===== config.mk =====
export PLATFORM = sky130hd
export DESIGN_NAME = button_debounce_multiclick_core_flat
export DESIGN_NICKNAME = d
export VERILOG_FILES = /design/src/rtl/bdm_pkg.sv /design/src/rtl/bdm_if.sv /design/src/rtl/button_debounce_multiclick_core.sv /design/src/rtl/bdm_step.sv /design/src/flat_wrapper.sv
export SDC_FILE = /design/constraint.sdc
export NUM_CORES = 1
export LEC_CHECK = 0
export BUFFER_PORTS_ARGS = -buffer_cell sky130_fd_sc_hd__buf_2
export CAP_MARGIN = 20
export CORE_AREA = 4 4 193 195
export CTS_CLUSTER_DIAMETER = 150
export DETAILED_ROUTE_END_ITERATION = 7
export DIE_AREA = 0 0 197 199
export HOLD_SLACK_MARGIN = 0.08
export PLACE_DENSITY = 0.54
export SLEW_MARGIN = 20
export SYNTH_ARGS = -nofsm -noshare
export SYNTH_HDL_FRONTEND = slang
export SYNTH_HIERARCHICAL = 1
export SYNTH_SLANG_ARGS = --single-unit

===== constraint.sdc =====
create_clock -name clk_i -period 6.1 [get_ports clk_i]
set_clock_uncertainty 0.2 [all_clocks]
set_input_delay 0 -clock clk_i [delete_from_list [all_inputs] [get_ports clk_i]]
set_output_delay 0 -clock clk_i [all_outputs]
set_load 0.005 [all_outputs]

===== src/rtl/bdm_pkg.sv =====
`timescale 1ns / 1ps
// ----------------------------------------------------------------------------
// bdm_pkg: shared types and constants of the button debounce block
// Phase and event codes, configuration register indexes, and the structs
// passed between the core and its step logic.
// ----------------------------------------------------------------------------
package bdm_pkg;

  localparam int CFG_W      = 16;
  localparam int CFG_IDX_W  = 2;
  localparam int COUNT_W    = 8;
  localparam int EVENT_W    = 2;

  localparam logic [CFG_W-1:0] DEBOUNCE_RESET   = 16'd50;
  localparam logic [CFG_W-1:0] MULTICLICK_RESET = 16'd500;

  typedef enum logic [2:0] {
    PH_RELEASED    = 3'd0,
    PH_DEB_PRESS   = 3'd1,
    PH_PRESSED     = 3'd2,
    PH_DEB_RELEASE = 3'd3,
    PH_LONG        = 3'd4
  } phase_e;

  typedef enum logic [EVENT_W-1:0] {
    EV_RELEASED = 2'd0,
    EV_PRESSED  = 2'd1,
    EV_LONG     = 2'd2,
    EV_MULTI    = 2'd3
  } event_e;

  typedef enum logic [CFG_IDX_W-1:0] {
    CFG_DEBOUNCE   = 2'd0,
    CFG_MULTICLICK = 2'd1
  } cfg_idx_e;

  // Control part of the button state; the timestamps travel separately
  // because their width follows the core's parameter.
  typedef struct packed {
    phase_e             phase;
    logic               prev_level;
    logic [COUNT_W-1:0] count;
  } state_t;

  typedef struct packed {
    logic               valid;
    event_e             code;
    logic [COUNT_W-1:0] count;
    logic               active;
  } result_t;

endpackage


===== src/rtl/bdm_if.sv =====
`timescale 1ns / 1ps
// ----------------------------------------------------------------------------
// bdm_if: handshake channels of the button debounce block
// Tick input channel, event output channel and configuration write channel.
// ----------------------------------------------------------------------------
interface bdm_in_if #(
  parameter int TIME_BITS = 32
);
  logic                 valid;
  logic                 ready;
  logic [TIME_BITS-1:0] now_ms;
  logic                 pin_level;

  modport source (output valid, now_ms, pin_level, input ready);
  modport sink   (input valid, now_ms, pin_level, output ready);
endinterface

interface bdm_out_if;
  logic                          valid;
  logic                          ready;
  logic [bdm_pkg::EVENT_W-1:0]   event_code;
  logic [bdm_pkg::COUNT_W-1:0]   press_count;
  logic                          active_level;

  modport source (output valid, event_code, press_count, active_level, input ready);
  modport sink   (input valid, event_code, press_count, active_level, output ready);
endinterface

interface bdm_cfg_if;
  logic                          valid;
  logic                          ready;
  logic [bdm_pkg::CFG_IDX_W-1:0] index;
  logic [bdm_pkg::CFG_W-1:0]     data;

  modport source (output valid, index, data, input ready);
  modport sink   (input valid, index, data, output ready);
endinterface


===== src/rtl/button_debounce_multiclick_core.sv =====
`timescale 1ns / 1ps
// A tick beat accepted into the input register yields its event beat from the
// output register. Throughput: one tick beat per cycle unless the event sink
// stalls; input register, state update and output register form a two-stage pipeline.
// Reset: asynchronous and active low; the button starts released with the last
// pin level high, press count zero, debounce time 50 ms and window 500 ms.
// ----------------------------------------------------------------------------
// button_debounce_multiclick_core: debounced button with multiclick events
// Turns timestamped raw pin samples of an active-low button into pressed,
// released, long press and multiclick-finished events.
// ----------------------------------------------------------------------------
module button_debounce_multiclick_core #(
  parameter int TIME_BITS = 32
) (
  input  logic         clk_i,
  input  logic         rst_ni,
  bdm_in_if.sink       in_i,
  bdm_out_if.source    out_o,
  bdm_cfg_if.sink      cfg_i
);

  // Configuration registers. Writes must arrive only while the block is idle;
  // the block does not enforce this, and takes them on every cycle without interlock.
  logic [bdm_pkg::CFG_W-1:0] debounce_q, debounce_d;
  logic [bdm_pkg::CFG_W-1:0] window_q, window_d;

  assign cfg_i.ready = 1'b1;

  always_comb begin
    debounce_d = debounce_q;
    window_d   = window_q;
    if (cfg_i.valid) begin
      unique case (cfg_i.index)
        bdm_pkg::CFG_DEBOUNCE:   debounce_d = cfg_i.data;
        bdm_pkg::CFG_MULTICLICK: window_d   = cfg_i.data;
        default: begin
          // Writes to unknown register indexes are dropped.
        end
      endcase
    end
  end

  always_ff @(posedge clk_i or negedge rst_ni) begin
    if (!rst_ni) begin
      debounce_q <= bdm_pkg::DEBOUNCE_RESET;
      window_q   <= bdm_pkg::MULTICLICK_RESET;
    end else begin
      debounce_q <= debounce_d;
      window_q   <= window_d;
    end
  end

  // Input stage. A tick beat sits here until the output register is empty
  // or being drained, whether or not the tick produces an event. The stage
  // accepts a new beat in the same cycle it drains.
  logic                 in_valid_q, in_valid_d;
  logic [TIME_BITS-1:0] in_now_q;
  logic                 in_level_q;
  logic                 advance;
  logic                 in_take;

  logic                 out_valid_q, out_valid_d;

  assign advance    = in_valid_q && (!out_valid_q || out_o.ready);
  assign in_i.ready = !in_valid_q || advance;
  assign in_take    = in_i.valid && in_i.ready;
  assign in_valid_d = in_take ? 1'b1 : (advance ? 1'b0 : in_valid_q);

  always_ff @(posedge clk_i or negedge rst_ni) begin
    if (!rst_ni) begin
      in_valid_q <= 1'b0;
    end else begin
      in_valid_q <= in_valid_d;
    end
  end

  always_ff @(posedge clk_i) begin
    if (in_take) begin
      in_now_q   <= in_i.now_ms;
      in_level_q <= in_i.pin_level;
    end
  end

  // Button state. It only moves when a tick leaves the input stage, so a
  // stalled event never lets the state run ahead of what was delivered.
  bdm_pkg::state_t      state_q, state_d;
  logic [TIME_BITS-1:0] deb_start_q, deb_start_d;
  logic [TIME_BITS-1:0] press_start_q, press_start_d;
  bdm_pkg::result_t     result;

  bdm_step #(
    .TIME_BITS (TIME_BITS)
  ) u_step (
    .state_i         (state_q),
    .deb_start_i     (deb_start_q),
    .press_start_i   (press_start_q),
    .now_i           (in_now_q),
    .level_i         (in_level_q),
    .debounce_time_i (debounce_q),
    .window_i        (window_q),
    .state_o         (state_d),
    .deb_start_o     (deb_start_d),
    .press_start_o   (press_start_d),
    .result_o        (result)
  );

  always_ff @(posedge clk_i or negedge rst_ni) begin
    if (!rst_ni) begin
      state_q       <= '{phase: bdm_pkg::PH_RELEASED, prev_level: 1'b1, count: '0};
      deb_start_q   <= '0;
      press_start_q <= '0;
    end else if (advance) begin
      state_q       <= state_d;
      deb_start_q   <= deb_start_d;
      press_start_q <= press_start_d;
    end
  end

  // Output register. It holds one event beat until the sink takes it.
  logic                 out_load;
  bdm_pkg::event_e      out_code_q;
  logic [bdm_pkg::COUNT_W-1:0] out_count_q;
  logic                 out_active_q;

  assign out_load    = advance && result.valid;
  assign out_valid_d = out_load ? 1'b1 : (out_o.ready ? 1'b0 : out_valid_q);

  always_ff @(posedge clk_i or negedge rst_ni) begin
    if (!rst_ni) begin
      out_valid_q <= 1'b0;
    end else begin
      out_valid_q <= out_valid_d;
    end
  end

  always_ff @(posedge clk_i) begin
    if (out_load) begin
      out_code_q   <= result.code;
      out_count_q  <= result.count;
      out_active_q <= result.active;
    end
  end

  assign out_o.valid        = out_valid_q;
  assign out_o.event_code   = out_code_q;
  assign out_o.press_count  = out_count_q;
  assign out_o.active_level = out_active_q;

endmodule


===== src/rtl/bdm_step.sv =====
`timescale 1ns / 1ps
// ----------------------------------------------------------------------------
// bdm_step: one-tick update of the button state machine
// Edge detection, wrapping timer compares, next state and the event result.
// ----------------------------------------------------------------------------
module bdm_step #(
  parameter int TIME_BITS = 32
) (
  input  bdm_pkg::state_t              state_i,
  input  logic [TIME_BITS-1:0]         deb_start_i,
  input  logic [TIME_BITS-1:0]         press_start_i,
  input  logic [TIME_BITS-1:0]         now_i,
  input  logic                         level_i,
  input  logic [bdm_pkg::CFG_W-1:0]    debounce_time_i,
  input  logic [bdm_pkg::CFG_W-1:0]    window_i,
  output bdm_pkg::state_t              state_o,
  output logic [TIME_BITS-1:0]         deb_start_o,
  output logic [TIME_BITS-1:0]         press_start_o,
  output bdm_pkg::result_t             result_o
);

  logic                          sample;
  logic                          press_edge;
  logic                          release_edge;
  logic [TIME_BITS-1:0]          deb_elapsed;
  logic [TIME_BITS-1:0]          press_elapsed;
  logic                          deb_done;
  logic                          window_over;
  logic [bdm_pkg::COUNT_W-1:0]   count_inc;

  // The pin is ignored while a debounce interval runs.
  assign sample = (state_i.phase != bdm_pkg::PH_DEB_PRESS) &&
                  (state_i.phase != bdm_pkg::PH_DEB_RELEASE);
  assign press_edge   = sample && state_i.prev_level && !level_i;
  assign release_edge = sample && !state_i.prev_level && level_i;

  assign deb_elapsed   = now_i - deb_start_i;
  assign press_elapsed = now_i - press_start_i;
  assign deb_done      = deb_elapsed >= TIME_BITS'(debounce_time_i);
  assign window_over   = press_elapsed > TIME_BITS'(window_i);
  assign count_inc     = (&state_i.count) ? state_i.count
                                          : state_i.count + bdm_pkg::COUNT_W'(1);

  always_comb begin
    state_o            = state_i;
    state_o.prev_level = sample ? level_i : state_i.prev_level;
    deb_start_o        = deb_start_i;
    press_start_o      = press_start_i;
    result_o           = '{valid: 1'b0, code: bdm_pkg::EV_RELEASED,
                           count: '0, active: 1'b0};

    unique case (state_i.phase)
      bdm_pkg::PH_DEB_RELEASE: begin
        if (deb_done) begin
          state_o.phase = bdm_pkg::PH_RELEASED;
          result_o = '{valid: 1'b1, code: bdm_pkg::EV_RELEASED,
                       count: '0, active: 1'b0};
        end
      end
      bdm_pkg::PH_RELEASED: begin
        if ((state_i.count != '0) && window_over) begin
          result_o = '{valid: 1'b1, code: bdm_pkg::EV_MULTI,
                       count: state_i.count, active: 1'b0};
          state_o.count = '0;
        end
        if (press_edge) begin
          state_o.phase = bdm_pkg::PH_DEB_PRESS;
          deb_start_o   = now_i;
        end
      end
      bdm_pkg::PH_DEB_PRESS: begin
        if (deb_done) begin
          state_o.phase = bdm_pkg::PH_PRESSED;
          state_o.count = count_inc;
          press_start_o = now_i;
          result_o = '{valid: 1'b1, code: bdm_pkg::EV_PRESSED,
                       count: count_inc, active: 1'b1};
        end
      end
      bdm_pkg::PH_PRESSED: begin
        if (window_over) begin
          state_o.phase = bdm_pkg::PH_LONG;
          state_o.count = '0;
          result_o = '{valid: 1'b1, code: bdm_pkg::EV_LONG,
                       count: '0, active: 1'b1};
        end else if (release_edge) begin
          state_o.phase = bdm_pkg::PH_DEB_RELEASE;
          deb_start_o   = now_i;
        end
      end
      bdm_pkg::PH_LONG: begin
        if (release_edge) begin
          state_o.phase = bdm_pkg::PH_DEB_RELEASE;
          deb_start_o   = now_i;
        end
      end
      default: begin
        // Unreachable phase codes hold still and report nothing.
      end
    endcase
  end

endmodule


===== src/flat_wrapper.sv =====
// flat-port wrapper written by rule: the top's interface ports become plain ports
module button_debounce_multiclick_core_flat 
#(
  parameter int TIME_BITS = 32
)
  (clk_i, rst_ni, in_i_valid, in_i_now_ms, in_i_pin_level, in_i_ready, out_o_valid, out_o_event_code, out_o_press_count, out_o_active_level, out_o_ready, cfg_i_valid, cfg_i_index, cfg_i_data, cfg_i_ready);
  bdm_in_if #(.TIME_BITS(TIME_BITS)) in_i_i ();
  bdm_out_if out_o_i ();
  bdm_cfg_if cfg_i_i ();
  input  logic clk_i;
  input  logic rst_ni;
  input wire logic [$bits(in_i_i.valid)-1:0] in_i_valid;
  input wire logic [$bits(in_i_i.now_ms)-1:0] in_i_now_ms;
  input wire logic [$bits(in_i_i.pin_level)-1:0] in_i_pin_level;
  output wire logic [$bits(in_i_i.ready)-1:0] in_i_ready;
  output wire logic [$bits(out_o_i.valid)-1:0] out_o_valid;
  output wire logic [$bits(out_o_i.event_code)-1:0] out_o_event_code;
  output wire logic [$bits(out_o_i.press_count)-1:0] out_o_press_count;
  output wire logic [$bits(out_o_i.active_level)-1:0] out_o_active_level;
  input wire logic [$bits(out_o_i.ready)-1:0] out_o_ready;
  input wire logic [$bits(cfg_i_i.valid)-1:0] cfg_i_valid;
  input wire logic [$bits(cfg_i_i.index)-1:0] cfg_i_index;
  input wire logic [$bits(cfg_i_i.data)-1:0] cfg_i_data;
  output wire logic [$bits(cfg_i_i.ready)-1:0] cfg_i_ready;
  assign in_i_i.valid = in_i_valid;
  assign in_i_i.now_ms = in_i_now_ms;
  assign in_i_i.pin_level = in_i_pin_level;
  assign in_i_ready = in_i_i.ready;
  assign out_o_valid = out_o_i.valid;
  assign out_o_event_code = out_o_i.event_code;
  assign out_o_press_count = out_o_i.press_count;
  assign out_o_active_level = out_o_i.active_level;
  assign out_o_i.ready = out_o_ready;
  assign cfg_i_i.valid = cfg_i_valid;
  assign cfg_i_i.index = cfg_i_index;
  assign cfg_i_i.data = cfg_i_data;
  assign cfg_i_ready = cfg_i_i.ready;
  button_debounce_multiclick_core #(.TIME_BITS(TIME_BITS)) u_core (.clk_i(clk_i), .rst_ni(rst_ni), .in_i(in_i_i), .out_o(out_o_i), .cfg_i(cfg_i_i));
endmodule

==> impl_metrics.csv, run 1 <==
group,metric,value,unit
final_layout,nets,1614,
setup_path,critPathLaunchType,"flip-flop",
sta,tightest_slew,1.038,ns
sta,fin_crit_sh,93.76,%
setup_path,crit_arrival,5.84,ns
sta,setup_ws,0.3804,ns
hold_path,worstHoldPathType,"in2reg",
die,die_w,197,µm
cts,cts_sinks,154,
logic_synthesis,synth_seq_area_share,33.11,%
setup_path,reg2reg_to,"u_core/deb_start_q[2]",
logic_synthesis,synth-edff-count,44,
power_and_ir_drop,sw_frac_of_total,45.47,%
cts,cts_max_level,4,
setup_path,cpMaxStageDelayCell,"a211oi_2",
setup_path,critPathLaunch,"u_core/in_now_q[1]",
final_layout,num-fill-cells,3491,
route,vias,10780,
sta,relSlewSlack,30.83,%
die,start_util,34.87,%
cts,cts_setup_buffers,0,
logic_synthesis,synthArstFlopShare,71.43,%
logic_synthesis,synth_top_area_cell,"dfrtp_1",
setup_path,critical_path.max_stage_delay,0.56,ns
route,avgRoutedWirePerCell,18.57,µm
placement,dp.cells,1827,
power_and_ir_drop,p_sw,0.003149,W
placement,dp_slack,0.2618,ns
setup_path,end_kind,"flip-flop",
setup_path,endpoint,"u_core/deb_start_q[2]",
setup_path,cp.required,6.22,ns
route,vias_per_cell,5.570,
power_and_ir_drop,p_clk_share,15.2,%
logic_synthesis,synthesis.nets,1506,
global_routing,grtUsageTotal,18.15,%
logic_synthesis,yosysUniqueCellTypes,90,
logic_synthesis,syn_area,12340,µm²
sta,fin_crit,5.720,ns
final_layout,fin_cells,1935,
route,final_antenna_net_count,0,
setup_path,rr_startpoint,"u_core/in_now_q[1]",
route,drc,0,
final_layout,syn_to_final_growth,16.30,%
sta,rsz0062_at_grt,"no",
cts,insertion_delay,0.44,ns
setup_path,critPathMaxFanout,64,
power_and_ir_drop,intPower,0.003777,W
cts,cts_tree,"built",
placement,io_buffers,68,
logic_synthesis,yosysTopAreaCellShare,20.28,%
die,die_y,199,µm
global_routing,antenna_found_initial,1,
sta,setup_viol_count_final,0,
die,row_count,69,
global_routing,grt_pass1_wl,56900,µm
route,first_pass_iters,5,
global_routing,grt_pass1_vias,10400,
power_and_ir_drop,power_density,482.6,nW/µm²
placement,hpwl,25820,µm
final_layout,mostFrequentLayoutCell,"nand2_1",
flow_run,cap_viol_max_count,0,
setup_path,reg2regPathDepth,19,
sta,final.setup.tns,0,ns
cts,cts-root-buf,"clkbuf_16",
route,drt_wl_total,35940,µm
logic_synthesis,synth.area.top_cells,"dfrtp_1 20%, edfxtp_1 11%, mux2_2 9.9%, ha_1 9.7%, o21ai_0 4.1%",
setup_path,cp_common_cell,"nand4_1",
sta,fmax,174.8,MHz
cts,path_clk_slew,0.07,ns
logic_synthesis,synth_ff_type,"dfrtp_1",
global_routing,overflow,0,
logic_synthesis,syn_inst,1352,
logic_synthesis,yosysWarnings,6,
die,ios,70,
setup_path,reg2reg_slack,0.38,ns
power_and_ir_drop,vdd_drop_max,0.2257,mV
sta,hold_viol_final,0,
cts,clockBufferDepth,2,
outcome,status,"finished clean",
setup_path,critPathKind,"reg2reg",
die,coreArea,35400,µm²
logic_synthesis,synth-seq-cells,154,
power_and_ir_drop,power.leakage,6.141,nW
setup_path,worstPathCellList,"ha_1 > nor2b_1 > o2111ai_1 > a211oi_2 > nor3_2 > xnor2_1 > ha_1 > nand4_1 > nor2_1 > a221o_1 > o31a_1 > a211oi_1 > nand4_1 > nor4_2 > nand4_1 > nor2_4 > buf_12 > o21ai_0 > mux2_2",
global_routing,grt_max_degree,82,
power_and_ir_drop,p_comb_share,61.0,%
final_layout,final_cell_mix,"132 x nand2_1, 112 x inv_1, 109 x mux2_2",
route,drt_iter0_drc,919,
die,dieArea,39200,µm²
logic_synthesis,syn_area_per_cell,9.129,µm²
cts,cts_made_buffers,17,
sta,slew_viol_final,0,
power_and_ir_drop,seqPwrFrac,23.8,%
power_and_ir_drop,power,0.006926,W
placement,place.gp.congestion,0.8944,
final_layout,layout-drive-gt1-share,18.60,%
==> flip-flops by register name, indices dropped and copies added (netlist names) <==
name / count
u_core/out_o.active_level: 1
u_core/debounce_q: 16
u_core/in_valid_q: 1
u_core/in_now_q: 32
u_core/deb_start_q: 32
u_core/out_o.valid: 1
u_core/press_start_q: 32
u_core/in_level_q: 1
u_core/window_q: 16
u_core/out_o.press_count: 8
u_core/state_q: 12
u_core/out_o.event_code: 2
==> cell families (layout without fill, tap and decap cells) <==
logic type / count (synthesis) / in the layout / synth area share (%)
and+or+nand+nor: 355 / 355 / 14.40
AOI/OAI and AO/OA: 410 / 410 / 22.42
DFF: 154 / 154 / 33.11
buffers and inverters: 178 / 299 / 6.579
other: 1 / 2 / 0.03038
adders and majority gates: 98 / 98 / 10.06
muxes: 114 / 114 / 10.43
xor gates and xnor gates: 42 / 42 / 2.981
==> power groups by stage <==
stage | Combinational (W) | Clock [W] | Sequential [W]
global route | 0.00471 | 0.00112 | 0.00169
finish | 0.00422 | 0.00105 | 0.00165
global placement | 0.00406 | 0 | 0.00165
floorplan | 0.00325 | 0 | 0.00157
CTS | 0.00420 | 0.00108 | 0.00165
detailed placement | 0.00413 | 0 | 0.00167
==> critical path, delay by kind of cell (launching register included) <==
kind / cells / cell delay (ns)
muxes: 1 / 0.27
and+or+nand+nor: 8 / 1.62
xor gates and xnor gates: 1 / 0.27
adders and majority gates: 2 / 0.61
AOI/OAI and AO/OA: 6 / 1.85
DFF: 1 / 0.47
buffers and inverters: 1 / 0.28
==> stage by stage <==
step                hold WS (ns)  utilization (%)  instance area [µm²]
floorplan                -0.4956                -                12340
finish                   0.08846            40.55                14350
CTS                      0.08052            40.46                14320
global placement         -0.1669            36.69                12990
global route             0.08476            40.55                14350
detailed placement       -0.1600            36.69                12990
==> repair_timing <==
item | in CTS | in global routing
gates resized for setup | 0 | 5
hold buffers | 75 | 0
hold endpoints to repair | 118 | 0
endpoints found under the setup margin | 0 | 47
==> layer usage <==
layer	vias to the layer above	share of wire, %	GRT usage [%]
li1	5209	-	-
met1	5292	47	24.80
met2	224	48	30.54
met3	52	2.8	1.948
met4	0	2.3	5.316
met5	-	0	0
==> layout make-up <==
| type | instances | area, µm² | share of cell area (%) |
|---|---|---|---|
| Multi-Input combinational cell | 1020 | 7493 | 52.21 |
| Sequential cell | 154 | 4086 | 28.47 |
| Timing Repair Buffer | 154 | 1199 | 8.351 |
| Tap cell | 461 | 576.8 | 4.018 |
| Clock buffer | 18 | 450.4 | 3.138 |
| Inverter | 113 | 424.2 | 2.955 |
| Clock inverter | 14 | 121.4 | 0.8455 |
| Antenna cell | 1 | 2.502 | 0.01743 |
==> cell usage after synthesis (9+ instances only) <==
library cell and n:
ha_1 96, inv_1 112, or3_1 9, mux2_2 109, a22o_1 25, nor2_1 54
buf_2 20, a211oi_1 12, a21oi_1 83, and4_1 9, o211ai_1 24, a22oi_1 12
nor3_1 25, clkbuf_1 25, edfxtp_1 44, o21ai_0 101, xnor2_1 25, nand3_1 30
a21o_1 21, and3_1 11, o21a_1 13, dfrtp_1 100, buf_6 12, nand4_1 25
xor2_1 17, a31oi_1 28, nand2_1 133, dfstp_2 10, nor2b_1 12, nand2b_1 17
==> worst min path at each step <==
stage	from	endpoint	slack (ns)	depth (start not counted)
floorplan	rst_ni	u_core/deb_start_q[0]	-0.50	0
global placement	rst_ni	u_core/window_q[10]	-0.17	1
detailed placement	rst_ni	u_core/window_q[10]	-0.16	1
CTS	in_i_now_ms[26]	u_core/in_now_q[26]	0.08	2
global route	in_i_now_ms[26]	u_core/in_now_q[26]	0.08	2
finish	in_i_now_ms[26]	u_core/in_now_q[26]	0.09	2
No activity file was read; power rests on OpenSTA's default activity.
==> inputs of run 2 (changes only) <==
--- a/config.mk
+++ b/config.mk
@@ -7,12 +7,13 @@
 export LEC_CHECK = 0
 export BUFFER_PORTS_ARGS = -buffer_cell sky130_fd_sc_hd__buf_2
 export CAP_MARGIN = 20
-export CORE_AREA = 4 4 193 195
+export CORE_AREA = 4 4 208 210
 export CTS_CLUSTER_DIAMETER = 150
 export DETAILED_ROUTE_END_ITERATION = 7
-export DIE_AREA = 0 0 197 199
+export DIE_AREA = 0 0 212 214
 export HOLD_SLACK_MARGIN = 0.08
-export PLACE_DENSITY = 0.54
+export PLACE_DENSITY = 0.49
+export REMOVE_ABC_BUFFERS = 1
 export SLEW_MARGIN = 20
 export SYNTH_ARGS = -nofsm -noshare
 export SYNTH_HDL_FRONTEND = slang
==> impl_metrics.csv, run 2 (synthesized netlist as in run 1, its figures left out) <==
group,metric,value,unit
power_and_ir_drop,power_density,474.3,nW/µm²
sta,tightest_slew,1.010,ns
final_layout,syn_to_final_growth,19.73,%
die,start_util,29.69,%
final_layout,mostFrequentLayoutCell,"nand2_1",
global_routing,antenna_found_initial,1,
placement,hpwl,27040,µm
route,vias_per_cell,5.288,
flow_run,cap_viol_max_count,0,
die,dieArea,45370,µm²
sta,hold_viol_final,0,
cts,clockBufferDepth,2,
route,first_pass_iters,5,
global_routing,grtUsageTotal,16.52,%
final_layout,fin_cells,2050,
sta,setup_viol_count_final,0,
placement,dp.cells,1922,
hold_path,worstHoldPathType,"in2reg",
setup_path,cp_num_buf_inv,2,
die,row_count,75,
global_routing,grt_pass1_vias,10690,
setup_path,crit_arrival,5.83,ns
final_layout,nets,1651,
setup_path,end_kind,"flip-flop",
setup_path,critPathTopFamily,"compound AO/OA/AOI/OAI gates",
setup_path,critPathLaunchType,"flip-flop",
sta,rsz0062_at_grt,"no",
cts,insertion_delay,0.45,ns
power_and_ir_drop,power.leakage,6.292,nW
cts,cts-root-buf,"clkbuf_16",
final_layout,final_cell_mix,"132 x nand2_1, 112 x inv_1, 109 x mux2_2",
cts,cts_max_level,4,
placement,dpl_cell_area,13210,µm²
global_routing,overflow,0,
cts,path_clk_slew,0.07,ns
route,final_antenna_net_count,0,
route,drt_iter0_drc,722,
route,vias,10840,
route,drc,0,
sta,fin_crit_sh,93.42,%
final_layout,final_cell_area,14780,µm²
setup_path,worstPathCellList,"ha_1 > nor2b_1 > o2111ai_1 > nand2_1 > a21o_1 > a21oi_1 > xnor2_1 > ha_1 > a41oi_1 > o21ai_0 > a221o_1 > o31a_1 > a211oi_1 > nand4_1 > nor4_4 > nand4_1 > buf_4 > nor2_4 > buf_12 > o211ai_1 > mux2_2",
setup_path,cpMaxStageDelayCell,"edfxtp_1",
final_layout,layout-drive-gt1-share,18.94,%
setup_path,critPathMaxFanout,64,
sta,fin_hold_ws,0.1098,ns
die,die_w,212,µm
final_layout,num-fill-cells,4211,
final_layout,top_regs,"u_core/deb_start_q: 32 flops, u_core/in_now_q: 32 flops, u_core/press_start_q: 32 flops",
sta,relSlewSlack,32.68,%
sta,slew_viol_final,0,
route,drt_wl_total,37950,µm
global_routing,grt_pass1_wl,59790,µm
global_routing,grt_max_degree,82,
placement,io_buffers,68,
setup_path,cp.required,6.23,ns
cts,cts_setup_buffers,0,
die,die_y,214,µm
placement,place.gp.congestion,0.8765,
cts,cts_sinks,154,
sta,fmax,175.5,MHz
outcome,status,"finished clean",
cts,cts_tree,"built",
die,coreArea,41570,µm²
setup_path,critPathKind,"reg2reg",
sta,fin_crit,5.699,ns
setup_path,reg2reg_slack,0.40,ns
power_and_ir_drop,vdd_drop_max,0.1819,mV
setup_path,critical_path.max_stage_delay,0.50,ns
cts,cts_made_buffers,17,
route,avgRoutedWirePerCell,18.51,µm
final_layout,utilization,35.55,%
sta,final.setup.tns,0,ns
die,ios,70,
run 2: changes by cell type in the layout (fill, tap and decap cells not counted), moves of 2 or more:
| cell | before | now |
|---|---|---|
| buf_4 | 11 | 28 |
| clkbuf_1 | 0 | 4 |
| clkinvlp_4 | 0 | 3 |
| dlygate4sd3_1 | 74 | 94 |
| inv_4 | 2 | 0 |
| inv_6 | 5 | 1 |
| inv_8 | 3 | 0 |
run 2: final timing paths:
check                                           endpoint  cells after the start                      from
worst max-delay path               u_core/deb_start_q[4]                     21        u_core/in_now_q[1]
worst max register to register     u_core/deb_start_q[4]                     21        u_core/in_now_q[1]
worst min register to register  u_core/press_start_q[26]                      1  u_core/press_start_q[26]
worst min-delay path                 u_core/in_now_q[18]                      2           in_i_now_ms[18]
min in group asynchronous           u_core/debounce_q[3]                      3                    rst_ni
max in group asynchronous         u_core/deb_start_q[27]                      4                    rst_ni
run 2: where the power goes:
group          leakage (nW)  internal (W)  switching (W)
combinational          4.32       0.00186        0.00245
clock                 0.269      0.000598       0.000460
sequential             1.71       0.00139       0.000253
total                  6.29       0.00385        0.00316
run 2: final cells by class:
cell class / instances / area, µm² / share of cell area [%]
Multi-Input combinational cell: 1020 / 7487 / 50.67
Sequential cell: 154 / 4086 / 27.65
Timing Repair Buffer: 191 / 1534 / 10.38
Tap cell: 539 / 674.4 / 4.564
Clock buffer: 23 / 479.2 / 3.243
Inverter: 113 / 424.2 / 2.870
Clock inverter: 9 / 88.84 / 0.6012
Antenna cell: 1 / 2.502 / 0.01693
run 2: timing repair:
action                     4_1_cts  5_1_grt
hold endpoints to repair       150        0
hold buffers                    95        0
setup endpoints to repair        0       32
resized for setup                0        5
run 2: routing by layer:
layer / routed length, µm / track usage (%) / part of all wire (%) / vias up
met3: 1248 / 2.299 / 3.3 / 36
met5: 0 / 0 / 0 / -
met1: 18240 / 23.09 / 48 / 5319
met4: 657 / 4.625 / 1.7 / 0
li1: - / - / - / 5275
met2: 17810 / 26.73 / 47 / 210
run 2: metrics by stage:
step	power, W	setup slack [ns]
global route	0.007591	0.05358
global placement	0.005771	0.3756
CTS	0.007003	0.2847
floorplan	0.004735	0.8288
detailed placement	0.005842	0.3436
finish	0.007008	0.4011
==> inputs of run 3 (changes only) <==
--- a/config.mk
+++ b/config.mk
@@ -8,6 +8,7 @@
 export BUFFER_PORTS_ARGS = -buffer_cell sky130_fd_sc_hd__buf_2
 export CAP_MARGIN = 20
 export CORE_AREA = 4 4 208 210
+export CTS_BUF_LIST = sky130_fd_sc_hd__clkbuf_8 sky130_fd_sc_hd__clkbuf_16
 export CTS_CLUSTER_DIAMETER = 150
 export DETAILED_ROUTE_END_ITERATION = 7
 export DIE_AREA = 0 0 212 214
==> impl_metrics.csv, run 3 (synthesized netlist as in run 1, its figures left out) <==
group,metric,value,unit
outcome,status,"finished clean",
route,routed.top_layer,"met4",
cts,cts_max_level,4,
sta,fin_crit,5.681,ns
route,routed-wl-met3,1224,µm
placement,io_buffers,68,
cts,cts_tree,"built",
die,die_w,212,µm
route,wl_met2,17810,µm
hold_path,hold_start,"in_i_now_ms[18]",
placement,dp_slack,0.3436,ns
power_and_ir_drop,power.leakage,6.308,nW
sta,rsz0062_at_grt,"no",
hold_path,min_path_cells,2,
die,ios,70,
placement,hpwl,27040,µm
final_layout,final_cell_area,14780,µm²
sta,setup_viol_count_final,0,
sta,setup_ws,0.4191,ns
route,drt_wl_total,37990,µm
die,dieArea,45370,µm²
final_layout,final_cell_mix,"132 x nand2_1, 116 x inv_1, 109 x mux2_2",
power_and_ir_drop,power_density,474.1,nW/µm²
final_layout,syn_to_final_growth,19.73,%
power_and_ir_drop,vdd_drop_max,0.1819,mV
setup_path,critPathLaunchType,"flip-flop",
global_routing,antenna_found_initial,1,
flow_run,cap_viol_max_count,0,
cts,insertion_delay,0.45,ns
cts,cts_sinks,154,
setup_path,rr_startpoint,"u_core/in_now_q[1]",
cts,cts_setup_buffers,0,
cts,path_clk_slew,0.07,ns
die,die_y,214,µm
hold_path,whs_endpoint,"u_core/in_now_q[18]",
global_routing,grtUsageTotal,16.52,%
final_layout,layout-drive-gt1-share,18.94,%
route,final_antenna_net_count,0,
route,vias_per_cell,5.292,
sta,relSlewSlack,32.29,%
route,drt_iter0_drc,728,
placement,dp.cells,1922,
global_routing,grt_pass1_wl,59790,µm
route,drc,0,
sta,slew_viol_final,0,
sta,fmax,176.0,MHz
die,start_util,29.69,%
die,coreArea,41570,µm²
final_layout,num-fill-cells,4211,
setup_path,reg2reg_slack,0.42,ns
route,vias,10850,
sta,fin_crit_sh,93.13,%
setup_path,reg2regPathDepth,21,
setup_path,cp.required,6.23,ns
global_routing,overflow,0,
sta,tightest_slew,1.016,ns
route,first_pass_iters,5,
setup_path,critPathLaunch,"u_core/in_now_q[1]",
setup_path,crit_arrival,5.81,ns
final_layout,mostFrequentLayoutCell,"nand2_1",
sta,hold_viol_final,0,
sta,final.setup.tns,0,ns
hold_path,worstHoldPathType,"in2reg",
cts,cts-root-buf,"clkbuf_16",
final_layout,top_regs,"u_core/deb_start_q: 32 flops, u_core/in_now_q: 32 flops, u_core/press_start_q: 32 flops",
placement,dpl_cell_area,13210,µm²
global_routing,grt_pass1_vias,10690,
cts,clockBufferDepth,2,
final_layout,nets,1651,
global_routing,grt_max_degree,82,
setup_path,critPathKind,"reg2reg",
die,row_count,75,
final_layout,fin_cells,2050,
setup_path,end_kind,"flip-flop",
setup_path,critPathMaxFanout,64,
cts,cts_made_buffers,17,
route,route.layer.met1.wl,18290,µm
setup_path,reg2reg_to,"u_core/deb_start_q[4]",
route,avgRoutedWirePerCell,18.53,µm
placement,place.gp.congestion,0.8765,
## run 3: changes by cell type in the layout (fill, tap and decap cells not counted), sizes merged
cell	delta
clkbuf	-4
inv	+4
## run 3: area by class of cell
cell class                 count  area, µm²  area share, %
timing repair buffer         191       1534          10.38
inverter                     113      424.2          2.870
multi-input combinational   1020       7487          50.67
clock inverter                13      103.9         0.7028
antenna                        1      2.502        0.01693
clock buffer                  19      464.2          3.141
tap                          539      674.4          4.564
sequential                   154       4086          27.65
## run 3: worst max path at each step
| stage | end | cells after the start |
|---|---|---|
| floorplan | u_core/deb_start_q[0] | 21 |
| global placement | u_core/state_q[4] | 26 |
| detailed placement | u_core/state_q[4] | 26 |
| CTS | u_core/state_q[4] | 26 |
| global route | u_core/out_o.press_count[5] | 23 |
| finish | u_core/deb_start_q[4] | 21 |
## run 3: timing repair
item | 4_1_cts | 5_1_grt
resized for setup | 0 | 5
hold buffers | 95 | 0
endpoints found under the hold margin | 150 | 0
endpoints found under the setup margin | 0 | 32
## run 3: metal layers
metal  up-vias  track usage (%)
met3        38            2.299
met4         0            4.625
met2       214            26.73
li1       5277                -
met1      5319            23.09
met5         -                0
## run 3: report_power, final
| part | internal [W] | leakage, nW | switching [W] |
|---|---|---|---|
| Clock | 0.000591 | 0.285 | 0.000459 |
| Sequential | 0.00139 | 1.71 | 0.000253 |
| Combinational | 0.00186 | 4.32 | 0.00245 |
## run 3: critical path: stages (launching register included)
cell and delay, ns:
edfxtp_1 0.50, ha_1 0.31, nor2b_1 0.14, o2111ai_1 0.51
nand2_1 0.18, a21o_1 0.21, a21oi_1 0.18, xnor2_1 0.17
ha_1 0.29, a41oi_1 0.20, o21ai_0 0.13, a221o_1 0.31
o31a_1 0.30, a211oi_1 0.24, nand4_1 0.19, nor4_4 0.35
nand4_1 0.14, buf_4 0.18, nor2_4 0.10, buf_12 0.27
o211ai_1 0.15, mux2_2 0.28
## run 3: metrics by stage
step | power (W) | hold WS [ns] | util (%)
after floorplan | 0.004735 | -0.4956 | -
after global placement | 0.005771 | -0.02331 | 31.78
after detailed placement | 0.005842 | -0.02184 | 31.78
after CTS | 0.006997 | 0.08393 | 35.47
after global routing | 0.007585 | 0.09567 | 35.55
final | 0.007005 | 0.1097 | 35.55
